`src/rtl/spid_pkg.sv`:
```
// ----------------------------------------------------------------------------
// spid_pkg: shared types and constants of the sampled speed PID
// Holds the fixed widths, register indexes, FSM states and the 32-bit
// saturation helper used by the sequencer and its arithmetic units.
// ----------------------------------------------------------------------------
package spid_pkg;

    localparam int unsigned DATA_W    = 32;
    localparam int unsigned MUL_OP_W  = 33;
    localparam int unsigned ACC_W     = 2 * MUL_OP_W;
    // |rotation difference| * 1000 stays below 2^42
    localparam int unsigned NUM_W     = 42;
    localparam int unsigned CNT_W     = $clog2(NUM_W + 1);
    localparam int unsigned MS_PER_S  = 1000;

    localparam int unsigned CFG_IDX_W = 3;
    localparam logic [CFG_IDX_W-1:0] REG_TARGET_SPEED   = 3'd0;
    localparam logic [CFG_IDX_W-1:0] REG_SAMPLE_TIME_MS = 3'd1;
    localparam logic [CFG_IDX_W-1:0] REG_GAIN_P         = 3'd2;
    localparam logic [CFG_IDX_W-1:0] REG_GAIN_I         = 3'd3;
    localparam logic [CFG_IDX_W-1:0] REG_GAIN_D         = 3'd4;
    localparam logic [CFG_IDX_W-1:0] REG_OUTPUT_SCALE   = 3'd5;

    localparam logic [15:0] SAMPLE_TIME_RST  = 16'd500;
    localparam logic [7:0]  OUTPUT_SCALE_RST = 8'd4;

    typedef logic signed [DATA_W-1:0]   s32_t;
    typedef logic signed [MUL_OP_W-1:0] mul_op_t;
    typedef logic signed [ACC_W-1:0]    acc_t;

    localparam s32_t S32_MAX = 32'sh7FFF_FFFF;
    localparam s32_t S32_MIN = 32'sh8000_0000;

    typedef struct packed {
        logic busy;
        logic done;
    } div_status_t;

    typedef enum logic [3:0] {
        S_IDLE,
        S_ABS,
        S_DIFF,
        S_SCALE,
        S_DIV_START,
        S_DIV_WAIT,
        S_ERR,
        S_MUL_I,
        S_MUL_P,
        S_MUL_D,
        S_ACC,
        S_SAT,
        S_MUL_S,
        S_DONE
    } state_t;

    // Clamp a wide signed value to the signed 32-bit range.
    function automatic s32_t sat32(input acc_t v);
        s32_t r;
        if ((&v[ACC_W-1:DATA_W-1]) || (~|v[ACC_W-1:DATA_W-1])) begin
            r = v[DATA_W-1:0];
        end else if (v[ACC_W-1]) begin
            r = S32_MIN;
        end else begin
            r = S32_MAX;
        end
        return r;
    endfunction

endpackage

```
`src/rtl/spid_mul.sv`:
```
// ----------------------------------------------------------------------------
// spid_mul: shared signed multiplier
// One 33 x 33 signed product per cycle, registered on the output and held
// until the next issue.
// ----------------------------------------------------------------------------
module spid_mul (
    input  logic              aclk,
    input  logic              en,
    input  spid_pkg::mul_op_t op_a,
    input  spid_pkg::mul_op_t op_b,
    output spid_pkg::acc_t    prod
);

    spid_pkg::acc_t prod_reg;

    always_ff @(posedge aclk) begin
        if (en) begin
            prod_reg <= op_a * op_b;
        end
    end

    assign prod = prod_reg;

endmodule

```
`config.mk`:
```
export PLATFORM = sky130hd
export DESIGN_NAME = spid_mul
export DESIGN_NICKNAME = d
export VERILOG_FILES = /design/src/rtl/spid_pkg.sv /design/src/rtl/spid_mul.sv
export SDC_FILE = /design/constraint.sdc
export NUM_CORES = 2
export LEC_CHECK = 0
export ABC_AREA = 1
export CELL_PAD_IN_SITES_DETAIL_PLACEMENT = 1
export CELL_PAD_IN_SITES_GLOBAL_PLACEMENT = 2
export CORE_MARGIN = 2
export CORE_UTILIZATION = 45
export DETAILED_ROUTE_END_ITERATION = 8
export DONT_BUFFER_PORTS = 1
export PLACE_DENSITY = 0.87
export SLEW_MARGIN = 20
export SYNTH_ARGS = -nofsm -noshare
export SYNTH_HDL_FRONTEND = slang
export SYNTH_SLANG_ARGS = --single-unit
```
`constraint.sdc`:
```
create_clock -name aclk -period 16.1 [get_ports aclk]
set_clock_uncertainty 0.1 [all_clocks]
set_input_delay 3.22 -clock aclk [delete_from_list [all_inputs] [get_ports aclk]]
set_output_delay 3.22 -clock aclk [all_outputs]
set_load 0.05 [all_outputs]
```
==> results.yml <==
synthesis:
  yosys.area.top_type: "fa_1"
  synth_edf_count: 66
  synthFlopType: "edfxtp_1"
  syn_inst: 5543
  syn_nets: 6973
  yosysMostFrequentCell: "inv_1"
  yosys-top-cells-count: "inv_1, nand2_1, fa_1"
  synth_cell_types: 35
  synth.cell_area_um2: 43800
  ys_seq_elements: 66
  async_flop_share_pct: 0
  synth.avg_cell_area_um2: 7.91
  yosysSeqAreaShare_pct: 4.52
  ys_top_cells_by_area: "fa_1, inv_1, nand2_1"
  synth_top_area_share_pct: 52.3
  ys_warn_count: 0
detailed_routing:
  drt-pass1-iter-count: 5
  vias: 32900
  finalWirelength_mm: 135
  ant_nets: 0
  post_drt_wl_per_cell_um: 20.5
  via_per_inst: 5.00
  drc_errors: 0
  drt_iter0_drc: 1481
die:
  floorplan.initialDensity_pct: 45.4
  rows: 114
  design.die.area_um2: 99900
  fp.dieH_um: 316
  core_area_um2: 96600
  dieWidth_um: 316
  boundaryPins: 134
worst_setup_path:
  critical_path_required_ns: 16.13
  crit_top_cell: "fa_1"
  timing.critical_path.to: "prod[41]"
  worstPathMaxFanout: 33
  cp.arrival_ns: 10.25
  slowest_delay_ns: 1.02
  crit_type: "primary input to register"
  cp-start-kind: "primary input"
  endpoint_kind: "register"
  worstSetupStartpoint: "op_b[0]"
  cp_slowest_cell: "fa_1"
  worstPathCellList: "nand2_1 > inv_1 > fa_1 > fa_1 > fa_1 > fa_1 > fa_1 > fa_1 > fa_1 > inv_1 > fa_1 > inv_1 > ha_1 > nand2_1 > nor2_2 > nand2_1 > nor2_2 > nand3_1 > nand3_1 > xor2_1"
grt:
  grt_pass1_vias: 38500
  track_usage_pct: 28.6
  grt_max_degree: 67
  met1_usage_pct: 35.4
  grt_use_met2_pct: 52.5
  met3_usage_pct: 2.71
  grt_pass1_wl_mm: 217
  antenna_found_initial: 0
  overflow: 0
  grt-busiest-layer: "met2"
timing:
  hold-worst-slack_ns: 2.89
  rsz0062_at_grt: "no"
  finalCritPeriodShare_pct: 63.5
  max_freq_mhz: 97.9
  slew_violations: 0
  tightest_slew_ns: 0.774
  hold_viol_final: 0
  finalSetupTns_ns: 0
  setup_viol: 0
  setup_ws_ns: 5.88
  slew_headroom_pct: 48.3
  finalCriticalPeriod_ns: 10.22
cells_and_area:
  postLayoutCoreUtil_pct: 46.4
  antenna_cells: 0
  layout.nets: 6723
  syn2layout_area_growth_pct: 2.12
  largest_reg_flops: 66
  multi_input_area_um2: 33800
  drive_gt1_share_pct: 1.51
  n_fill_cell: 11800
  seqCellArea_um2: 1980
clock_network:
  clk_pin_slew_ns: 0.07
  clock_path_buffers: 2
  cts_setup_buffers: 0
  cts_resized: 0
  tritoncts: "built"
  htree_levels: 3
  cts_root_buf: "clkbuf_16"
  numCtsBuffers: 9
  clock_sinks: 66
  cts-hold-fix-buffers: 0
run_status:
  status: "finished, final reports clean"
flow_run:
  cap_violations: 0
placement:
  place_ws_ns: 5.32
  io_buffer_count: 0
  gp_congestion: 0.902
  dp_hpwl_mm: 114
worst_hold_path:
  min_path_type: "primary input to register"
metal layers:
layer | vias to the layer above | wire (um) | part of all wire, %
li1 | 14500 | - | -
met1 | 17300 | 54200 | 40
met2 | 796 | 70300 | 52
met3 | 256 | 5440 | 4.0
met4 | 0 | 5110 | 3.8
met5 | - | 0 | 0
cells in the final DEF, fill, tap and decap left out, types with 9 or more instances in the layout:
master	Yosys	final
nand2_2	17	17
edfxtp_1	66	66
nor2_1	131	131
a21oi_1	61	61
nor2_2	20	20
ha_1	217	217
nand4_1	19	19
inv_1	1894	1894
o21bai_1	14	14
nand3_1	70	70
clkbuf_16	0	9
nand2_1	1517	1517
xor2_1	37	37
fa_1	1145	1144
o21ai_0	19	19
worst max-delay path, delay by kind of cell:
family	cells	cell delay (ns)
xor+xnor	1	0.31
fa+ha+maj	9	5.18
buf+inv	3	0.21
simple gates	7	1.29
stage by stage:
step                cells  cell area (um2)
detailed placement   6558            44500
global route         6574            44800
CTS                  6574            44800
finish               6574            44800
global placement     6558            44500
floorplan            5543            43800
area by class of cell:
class                      instances  share of cell area (%)
sequential                        66                    4.43
inverter                        1895                    15.9
clock buffer                       9                   0.503
timing repair buffer               2                  0.0335
clock inverter                     7                   0.176
multi-input combinational       3319                    75.4
tap                             1276                    3.57
worst min-delay path by stage:
stage,start,to,cells past startpoint
after floorplan,en,prod[0],0
after global placement,en,prod[36],0
after detailed placement,en,prod[44],0
after CTS,en,prod[47],0
after global routing,en,prod[47],0
final,en,prod[47],0
logic make-up (layout without fill, tap and decap cells):
logic type / count (synthesis) / count (layout) / synth area share (%)
buffers and inverters: 2158 / 1913 / 18.5
AO/OA/AOI/OAI: 106 / 106 / 1.36
AND/OR/NAND/NOR: 1810 / 1810 / 16.3
XOR/XNOR: 41 / 41 / 0.819
adder cells (fa/ha/maj): 1362 / 1362 / 58.5
flip-flops: 66 / 66 / 4.52
Power is left out: the tool's default activity adds up to more than one toggle a clock period on the data nets, which glitch-free logic cannot reach.
