**config.mk**
```make
export PLATFORM = sky130hd
export DESIGN_NAME = spid_div
export DESIGN_NICKNAME = d
export VERILOG_FILES = /design/src/rtl/spid_pkg.sv /design/src/rtl/spid_div.sv
export SDC_FILE = /design/constraint.sdc
export NUM_CORES = 1
export LEC_CHECK = 0
export BUFFER_PORTS_ARGS = -buffer_cell sky130_fd_sc_hd__buf_2
export CORE_UTILIZATION = 35
export DETAILED_ROUTE_END_ITERATION = 10
export PLACE_DENSITY = 0.52
export SYNTH_ARGS = -nofsm -noshare
export SYNTH_HDL_FRONTEND = slang
export SYNTH_SLANG_ARGS = --single-unit
```
**constraint.sdc**
```tcl
create_clock -name aclk -period 8 [get_ports aclk]
set_clock_uncertainty 0.05 [all_clocks]
set_input_delay 1.2 -clock aclk [delete_from_list [all_inputs] [get_ports aclk]]
set_output_delay 1.2 -clock aclk [all_outputs]
set_load 0.05 [all_outputs]
```
**src/rtl/spid_pkg.sv**
```systemverilog
// ----------------------------------------------------------------------------
// spid_pkg: shared types and constants of the sampled speed PID
// Holds the fixed widths, register indexes, FSM states and the 32-bit
// saturation helper used by the sequencer and its arithmetic units.
// ----------------------------------------------------------------------------
package spid_pkg;

    localparam int unsigned DATA_W    = 32;
    localparam int unsigned MUL_OP_W  = 33;
    localparam int unsigned ACC_W     = 2 * MUL_OP_W;
    // |rotation difference| * 1000 stays below 2^42
    localparam int unsigned NUM_W     = 42;
    localparam int unsigned CNT_W     = $clog2(NUM_W + 1);
    localparam int unsigned MS_PER_S  = 1000;

    localparam int unsigned CFG_IDX_W = 3;
    localparam logic [CFG_IDX_W-1:0] REG_TARGET_SPEED   = 3'd0;
    localparam logic [CFG_IDX_W-1:0] REG_SAMPLE_TIME_MS = 3'd1;
    localparam logic [CFG_IDX_W-1:0] REG_GAIN_P         = 3'd2;
    localparam logic [CFG_IDX_W-1:0] REG_GAIN_I         = 3'd3;
    localparam logic [CFG_IDX_W-1:0] REG_GAIN_D         = 3'd4;
    localparam logic [CFG_IDX_W-1:0] REG_OUTPUT_SCALE   = 3'd5;

    localparam logic [15:0] SAMPLE_TIME_RST  = 16'd500;
    localparam logic [7:0]  OUTPUT_SCALE_RST = 8'd4;

    typedef logic signed [DATA_W-1:0]   s32_t;
    typedef logic signed [MUL_OP_W-1:0] mul_op_t;
    typedef logic signed [ACC_W-1:0]    acc_t;

    localparam s32_t S32_MAX = 32'sh7FFF_FFFF;
    localparam s32_t S32_MIN = 32'sh8000_0000;

    typedef struct packed {
        logic busy;
        logic done;
    } div_status_t;

    typedef enum logic [3:0] {
        S_IDLE,
        S_ABS,
        S_DIFF,
        S_SCALE,
        S_DIV_START,
        S_DIV_WAIT,
        S_ERR,
        S_MUL_I,
        S_MUL_P,
        S_MUL_D,
        S_ACC,
        S_SAT,
        S_MUL_S,
        S_DONE
    } state_t;

    // Clamp a wide signed value to the signed 32-bit range.
    function automatic s32_t sat32(input acc_t v);
        s32_t r;
        if ((&v[ACC_W-1:DATA_W-1]) || (~|v[ACC_W-1:DATA_W-1])) begin
            r = v[DATA_W-1:0];
        end else if (v[ACC_W-1]) begin
            r = S32_MIN;
        end else begin
            r = S32_MAX;
        end
        return r;
    endfunction

endpackage

```
**src/rtl/spid_div.sv**
```systemverilog
// ----------------------------------------------------------------------------
// spid_div: radix-2 restoring divider
// Unsigned NUM_W by 32-bit divide, one quotient bit per cycle; done pulses
// for one cycle after the last step with the quotient held.
// ----------------------------------------------------------------------------
module spid_div (
    input  logic                            aclk,
    input  logic                            aresetn,
    input  logic                            start,
    input  logic [spid_pkg::NUM_W-1:0]      dividend,
    input  logic [spid_pkg::DATA_W-1:0]     divisor,
    output spid_pkg::div_status_t           status,
    output logic [spid_pkg::NUM_W-1:0]      quotient
);

    logic [spid_pkg::NUM_W-1:0]  quo_reg;
    logic [spid_pkg::DATA_W-1:0] rem_reg;
    logic [spid_pkg::DATA_W-1:0] dvs_reg;
    logic [spid_pkg::CNT_W-1:0]  cnt_reg;
    logic                        busy_reg;
    logic                        done_reg;

    logic [spid_pkg::DATA_W:0]   shifted;
    logic [spid_pkg::DATA_W:0]   trial;
    logic                        fits;

    always_comb begin
        shifted = {rem_reg, quo_reg[spid_pkg::NUM_W-1]};
        trial   = shifted - {1'b0, dvs_reg};
        fits    = ~trial[spid_pkg::DATA_W];
    end

    always_ff @(posedge aclk) begin
        if (!aresetn) begin
            busy_reg <= 1'b0;
            done_reg <= 1'b0;
            cnt_reg  <= '0;
        end else begin
            done_reg <= 1'b0;
            if (start) begin
                busy_reg <= 1'b1;
                cnt_reg  <= spid_pkg::CNT_W'(spid_pkg::NUM_W);
            end else if (busy_reg) begin
                cnt_reg <= cnt_reg - 1'b1;
                if (cnt_reg == spid_pkg::CNT_W'(1)) begin
                    busy_reg <= 1'b0;
                    done_reg <= 1'b1;
                end
            end
        end
    end

    always_ff @(posedge aclk) begin
        if (start) begin
            quo_reg <= dividend;
            rem_reg <= '0;
            dvs_reg <= divisor;
        end else if (busy_reg) begin
            // shift in next dividend bit, subtract when it fits
            quo_reg <= {quo_reg[spid_pkg::NUM_W-2:0], fits};
            rem_reg <= fits ? trial[spid_pkg::DATA_W-1:0] : shifted[spid_pkg::DATA_W-1:0];
        end
    end

    assign status.busy = busy_reg;
    assign status.done = done_reg;
    assign quotient    = quo_reg;

endmodule

```
==> results of run 1 <==
-- synth_stat cells (all sizes together), types with 3 or more instances --
library cell | count | area, um^2
edfxtp | 74 | 2220
nand2 | 60 | 225
nor2 | 57 | 214
inv | 42 | 158
mux2 | 42 | 473
dfxtp | 40 | 801
a21oi | 38 | 194
ha | 34 | 425
o21ai | 30 | 150
clkbuf | 24 | 90.1
xor2 | 19 | 166
a211oi | 18 | 140
mux2i | 16 | 160
a311oi | 14 | 123
a21o | 12 | 90.1
nand3 | 12 | 60.1
nor3 | 12 | 65.1
xnor2 | 12 | 105
buf | 8 | 60.1
nand2b | 6 | 37.5
nor2b | 6 | 37.5
nor3b | 6 | 45.0
or2 | 6 | 37.5
or3 | 6 | 37.5
o21a | 5 | 37.5
a31oi | 4 | 25.0
and3 | 4 | 25.0
nand4 | 4 | 25.0
nor4 | 4 | 25.0
a2111oi | 3 | 45.1
a211o | 3 | 26.3
o2111ai | 3 | 26.3
o211ai | 3 | 22.5
-- worst paths after layout --
path | slack (ps) | end | cells after the start | startpoint
hold / removal | 430 | rem_reg[1] | 2 | rem_reg[1]
setup reg to reg | 4350 | rem_reg[0] | 12 | quotient[41]
setup / recovery | 4350 | rem_reg[0] | 12 | quotient[41]
hold reg to reg | 430 | rem_reg[1] | 2 | rem_reg[1]
-- cells by family after synthesis --
logic type / Yosys count
xor+xnor: 31
simple gates: 189
fa+ha+maj: 35
buf+inv: 75
compound gates: 148
mux: 58
flops: 114
-- metal layers --
| layer | vias up | share of wire (%) | routed length (um) |
|---|---|---|---|
| li1 | 2612 | - | - |
| met2 | 92 | 49 | 7450 |
| met5 | - | 0 | 0 |
| met1 | 2415 | 46 | 6980 |
| met3 | 21 | 4.2 | 643 |
| met4 | 0 | 1.8 | 271 |
-- report_power, final --
group	total (uW)	internal, uW	switching [uW]
clock	752	440	311
sequential	721	689	32.0
combinational	468	170	298
total	1940	1300	642
-- layout by cell type, fill, tap and decap left out, types with 3 or more instances in the layout --
cell,netlist,layout
nand2_1,60,60
a311oi_1,14,14
nor4_1,4,4
nor3_1,11,11
buf_4,3,6
a31oi_1,4,4
mux2_2,42,42
a211oi_1,17,17
inv_1,42,42
a21o_1,12,12
a21oi_1,37,37
clkbuf_16,0,17
buf_2,3,119
nand4_1,4,4
ha_1,34,34
mux2i_1,16,16
or2_2,5,5
edfxtp_1,74,74
or3_1,6,6
xnor2_1,12,12
o2111ai_1,3,3
nand2b_1,6,6
xor2_1,19,19
o21a_1,5,5
inv_6,0,10
o211ai_1,3,3
o21ai_0,24,24
nand3_1,12,12
nor2b_1,6,6
nor3b_1,6,6
nor2_1,57,57
and3_1,4,4
dfxtp_1,40,39
o21ai_1,6,6
a211o_1,3,3
-- area by class of cell --
type,count,area (um^2),share of cell area (%)
clock buffers,17,425,5.36
clock inverters,15,155,1.95
inverters,43,161,2.03
multi-input cells,461,3250,40.9
flip-flops and latches,114,3020,38.1
well taps,229,287,3.61
repair buffers,125,641,8.07
-- worst max-delay path: cells and delay by family, from the launching register on --
kind / cells / cell delay (ps)
flops: 1 / 360
fa+ha+maj: 2 / 610
buf+inv: 2 / 370
compound gates: 5 / 1090
mux: 1 / 350
simple gates: 2 / 730
-- metrics by stage --
step	hold slack [ps]	cells	total power, uW	instance area, um^2	worst slack, ps
2_1_floorplan	404	650	1090	6580	4600
3_3_place_gp	418	972	1200	7360	4440
3_5_place_dp	428	972	1200	7360	4300
4_1_cts	437	1004	1970	7940	4270
5_1_grt	472	1004	2040	7940	4030
6_report	430	1004	1940	7940	4350
==> reports/results.ini, run 1 <==
[power]
powerDensity_nw_per_um2=245
ir_drop_v=0.000155
p_leak_uw=0.00331

[die]
dieArea_um2=19400
pin_count=121
dieWidth_um=139
coreArea_um2=18200
die_y_um=139
rows=49
initial_utilization_pct=36.1

[synthesis]
yosysSeqAreaShare_pct=45.9
synth_nets=762
ys_ff_latch=114
synth_fa_ha_area_share_pct=6.77
synth_cells=650
yosysWarnings=0
avgSynthCellArea_um2=10.1
syn-cell-area_um2=6580
synth_top_family_by_area=compound AO/OA/AOI/OAI gates
synthSimpleGateAreaFrac_pct=13.4
yosys.cell_types.count=62
synth-compound-area-share_pct=15.4
muxShareOfSynthArea_pct=9.62
async_flop_share_pct=0
synth_edf_count=74
synth_xor_area_share_pct=4.13
synth_ff_type=edfxtp_1

[clock_tree]
cts_sinks=114
holdBufCountCts=0
clkLatencyLatePin_ps=430
clock_path_buffers=2
postCtsSetupRepairBufs=0
htree_levels=4
cts_tree=yes
clockRootBuffer=clkbuf_16
cts-resized-gates=0
cts_buffers=17
clkTransAtPathRegs_ps=70

[global_routing]
grt.met1_usage_pct=20.6
use_met3_pct=4.42
grt_pass1_wl_um=26000
track_usage_pct=16.8
globalRouteOverflowTotal=0
use_met2_pct=28.4
grt_max_degree=47
antenna_found_initial=0
grt_busiest_layer=met2
grt_pass1_vias=5342

[finish]
nFillCells=1742
diodes=0
nets=874
drive_above_1_share_pct=27.1
utilization_pct=43.6
largest_reg_flops=42
syn2layout_area_growth_pct=20.7

[timing]
relSlewSlack_pct=34.4
drv_slew=0
finalSetupViolations=0
worst_pin_slew_ps=983
period_minus_slack_ps=3650
timing.final.hold_violations=0
setup_tns_ps=0
rsz0062_at_grt=false
finalCritPeriodShare_pct=45.7
fmax_ghz=0.274

[setup_path]
crit_path_max_fanout=13
crit_arrival_ps=3950
crit_slowest_cell=nor3_2
required_ps=8290
slowest_delay_ps=540
start_kind=register
criticalPathCategory=register to register
crit_path_end_kind=register
worstPathCellList=inv_1, ha_1, fa_1, nand2b_1, a211o_1, a31oi_1, o31a_1, a2111oi_4, nor3_2, buf_4, mux2_2, a211oi_1

[routing]
ant_nets=0
vias=5140
first_pass_iters=7
drt-total-wl_um=15300
drc=2
avgViaCountPerCell=5.12
drtIter0Drc=276
wl_per_cell_um=15.3

[place]
gp_congestion=0.859
portBuffers=120
dp_hpwl_um=11300

[job]
drv_cap=0

[hold_path]
hp-class=register to register

[outcome]
violations=DRC
status=finished with violations

Note: power is estimated with default switching activity, not from simulation.
==> run 2: changes to the inputs <==
clock period = 3.4 ns   (was 8 ns; I/O delays follow)
==> run 2 against run 1 <==
The run still ends with DRC left. Total power up 140%. Non-clock buffer count grew 7. Hold slack got worse by 220 ps. Clock-buffer cell count unchanged. Maximum frequency rose by 15%. Via count increased by 2.4%. Design area up 0.90%. Wire length is 2.2% higher. Die area is the same.
==> reports/results.ini, run 2 (synthesized netlist as in run 1, its figures left out) <==
[clock_tree]
clockRootBuffer=clkbuf_16
cts_tree=yes
clkTransAtPathRegs_ps=60
htree_levels=4
cts_sinks=114
holdBufCountCts=0
clkLatencyLatePin_ps=420
cts_buffers=17
clock_path_buffers=2

[timing]
fmax_ghz=0.314
finalCritPeriodShare_pct=93.6
timing.final.hold_violations=0
drv_slew=0
finalSetupViolations=0
setup_tns_ps=0
worst_pin_slew_ps=1000
timing.hold.ws_ps=212
period_minus_slack_ps=3180
relSlewSlack_pct=33.3
rsz0062_at_grt=false

[die]
die_y_um=139
coreArea_um2=18200
rows=49
dieArea_um2=19400
pin_count=121
initial_utilization_pct=36.1
dieWidth_um=139

[setup_path]
r2r_setup_slack_ps=220
crit_cells=12
crit_arrival_ps=3460
r2r_start=quotient[41]
slowest_delay_ps=410
worst_r2r_path_depth=12
crit_slowest_cell=or3_1
r2r_end=rem_reg[4]
critPathBufInv=2
crit_path_end_kind=register
start_kind=register
required_ps=3680
worstPathCellList=inv_1, ha_1, fa_1, nand2b_1, a211o_1, a31oi_2, o31a_1, a2111oi_4, or3_1, buf_4, mux2i_1, a211oi_1
criticalPathCategory=register to register
cp_top_family=compound AO/OA/AOI/OAI gates
crit_path_max_fanout=15

[finish]
final_area_um2=8010
final_common_cell=buf_2
syn2layout_area_growth_pct=21.7
instances_no_fill=1010
final_cell_mix=119 x buf_2, 74 x edfxtp_1, 60 x nand2_1, 57 x nor2_1
drive_above_1_share_pct=27.8
utilization_pct=44.0
nets=881
largest_reg_flops=42
diodes=0

[routing]
drtIter0Drc=286
first_pass_iters=10
avgViaCountPerCell=5.21
drc=1
vias=5263
drt-total-wl_um=15700
ant_nets=0
wl_per_cell_um=15.5

[global_routing]
grt_max_degree=83
track_usage_pct=17.0
grt_pass1_vias=5258
antenna_found_initial=0
globalRouteOverflowTotal=0
grt_pass1_wl_um=26200

[hold_path]
hold_depth=1
hold_end=dvs_reg[30]
min_from=divisor[30]
hp-class=input pin to register

[outcome]
status=finished with violations
violations=DRC

[power]
powerDensity_nw_per_um2=574
p_leak_uw=0.00335
ir_drop_v=0.000319

[place]
portBuffers=120
gp_congestion=0.851
placed_area_um2=7420
dp_hpwl_um=11400
dp.cells=979

[job]
drv_cap=0

-- run 2: worst max path at each step --
stage                             from  slack, ps           to
after floorplan           quotient[41]          1  rem_reg[17]
after global placement    quotient[41]        290  rem_reg[22]
after detailed placement  quotient[41]        180   rem_reg[4]
after CTS                 quotient[41]        140  rem_reg[22]
after global routing      quotient[41]         10   rem_reg[9]
final                     quotient[41]        220   rem_reg[4]
-- run 2: metal layers --
layer  up-vias  wire [um]  share of wire, %  GRT usage (%)
li1       2623          -                 -              -
met1      2515       7250                46           21.5
met2       103       7550                48           27.8
met3        22        548               3.5           4.39
met4         0        350               2.2           6.84
met5         -          0                 0              0
-- run 2: repair_timing --
item	CTS	global route
setup endpoints to repair	0	19
gates resized for setup	0	1
hold endpoints to repair	0	0
setup buffers	0	0
-- run 2: power breakdown --
group	leakage [uW]	switching, uW	internal, uW
Sequential	0.00107	78.3	1620
Clock	0.000281	683	1080
Combinational	0.00200	715	414
Total	0.00335	1480	3120
-- run 2: cell type report --
| type | count | area [um^2] |
|---|---|---|
| Fill cell | 1723 | 10200 |
| Multi-Input combinational cell | 461 | 3250 |
| Sequential cell | 114 | 3020 |
| Timing Repair Buffer | 132 | 706 |
| Clock buffer | 17 | 425 |
| Tap cell | 229 | 287 |
| Inverter | 43 | 161 |
| Clock inverter | 14 | 155 |
-- run 2: metrics by stage --
step | power (uW) | setup WS, ps
global route | 4830 | 10.5
finish | 4600 | 219
global placement | 2840 | 291
floorplan | 2570 | 1.31
CTS | 4640 | 144
detailed placement | 2850 | 182
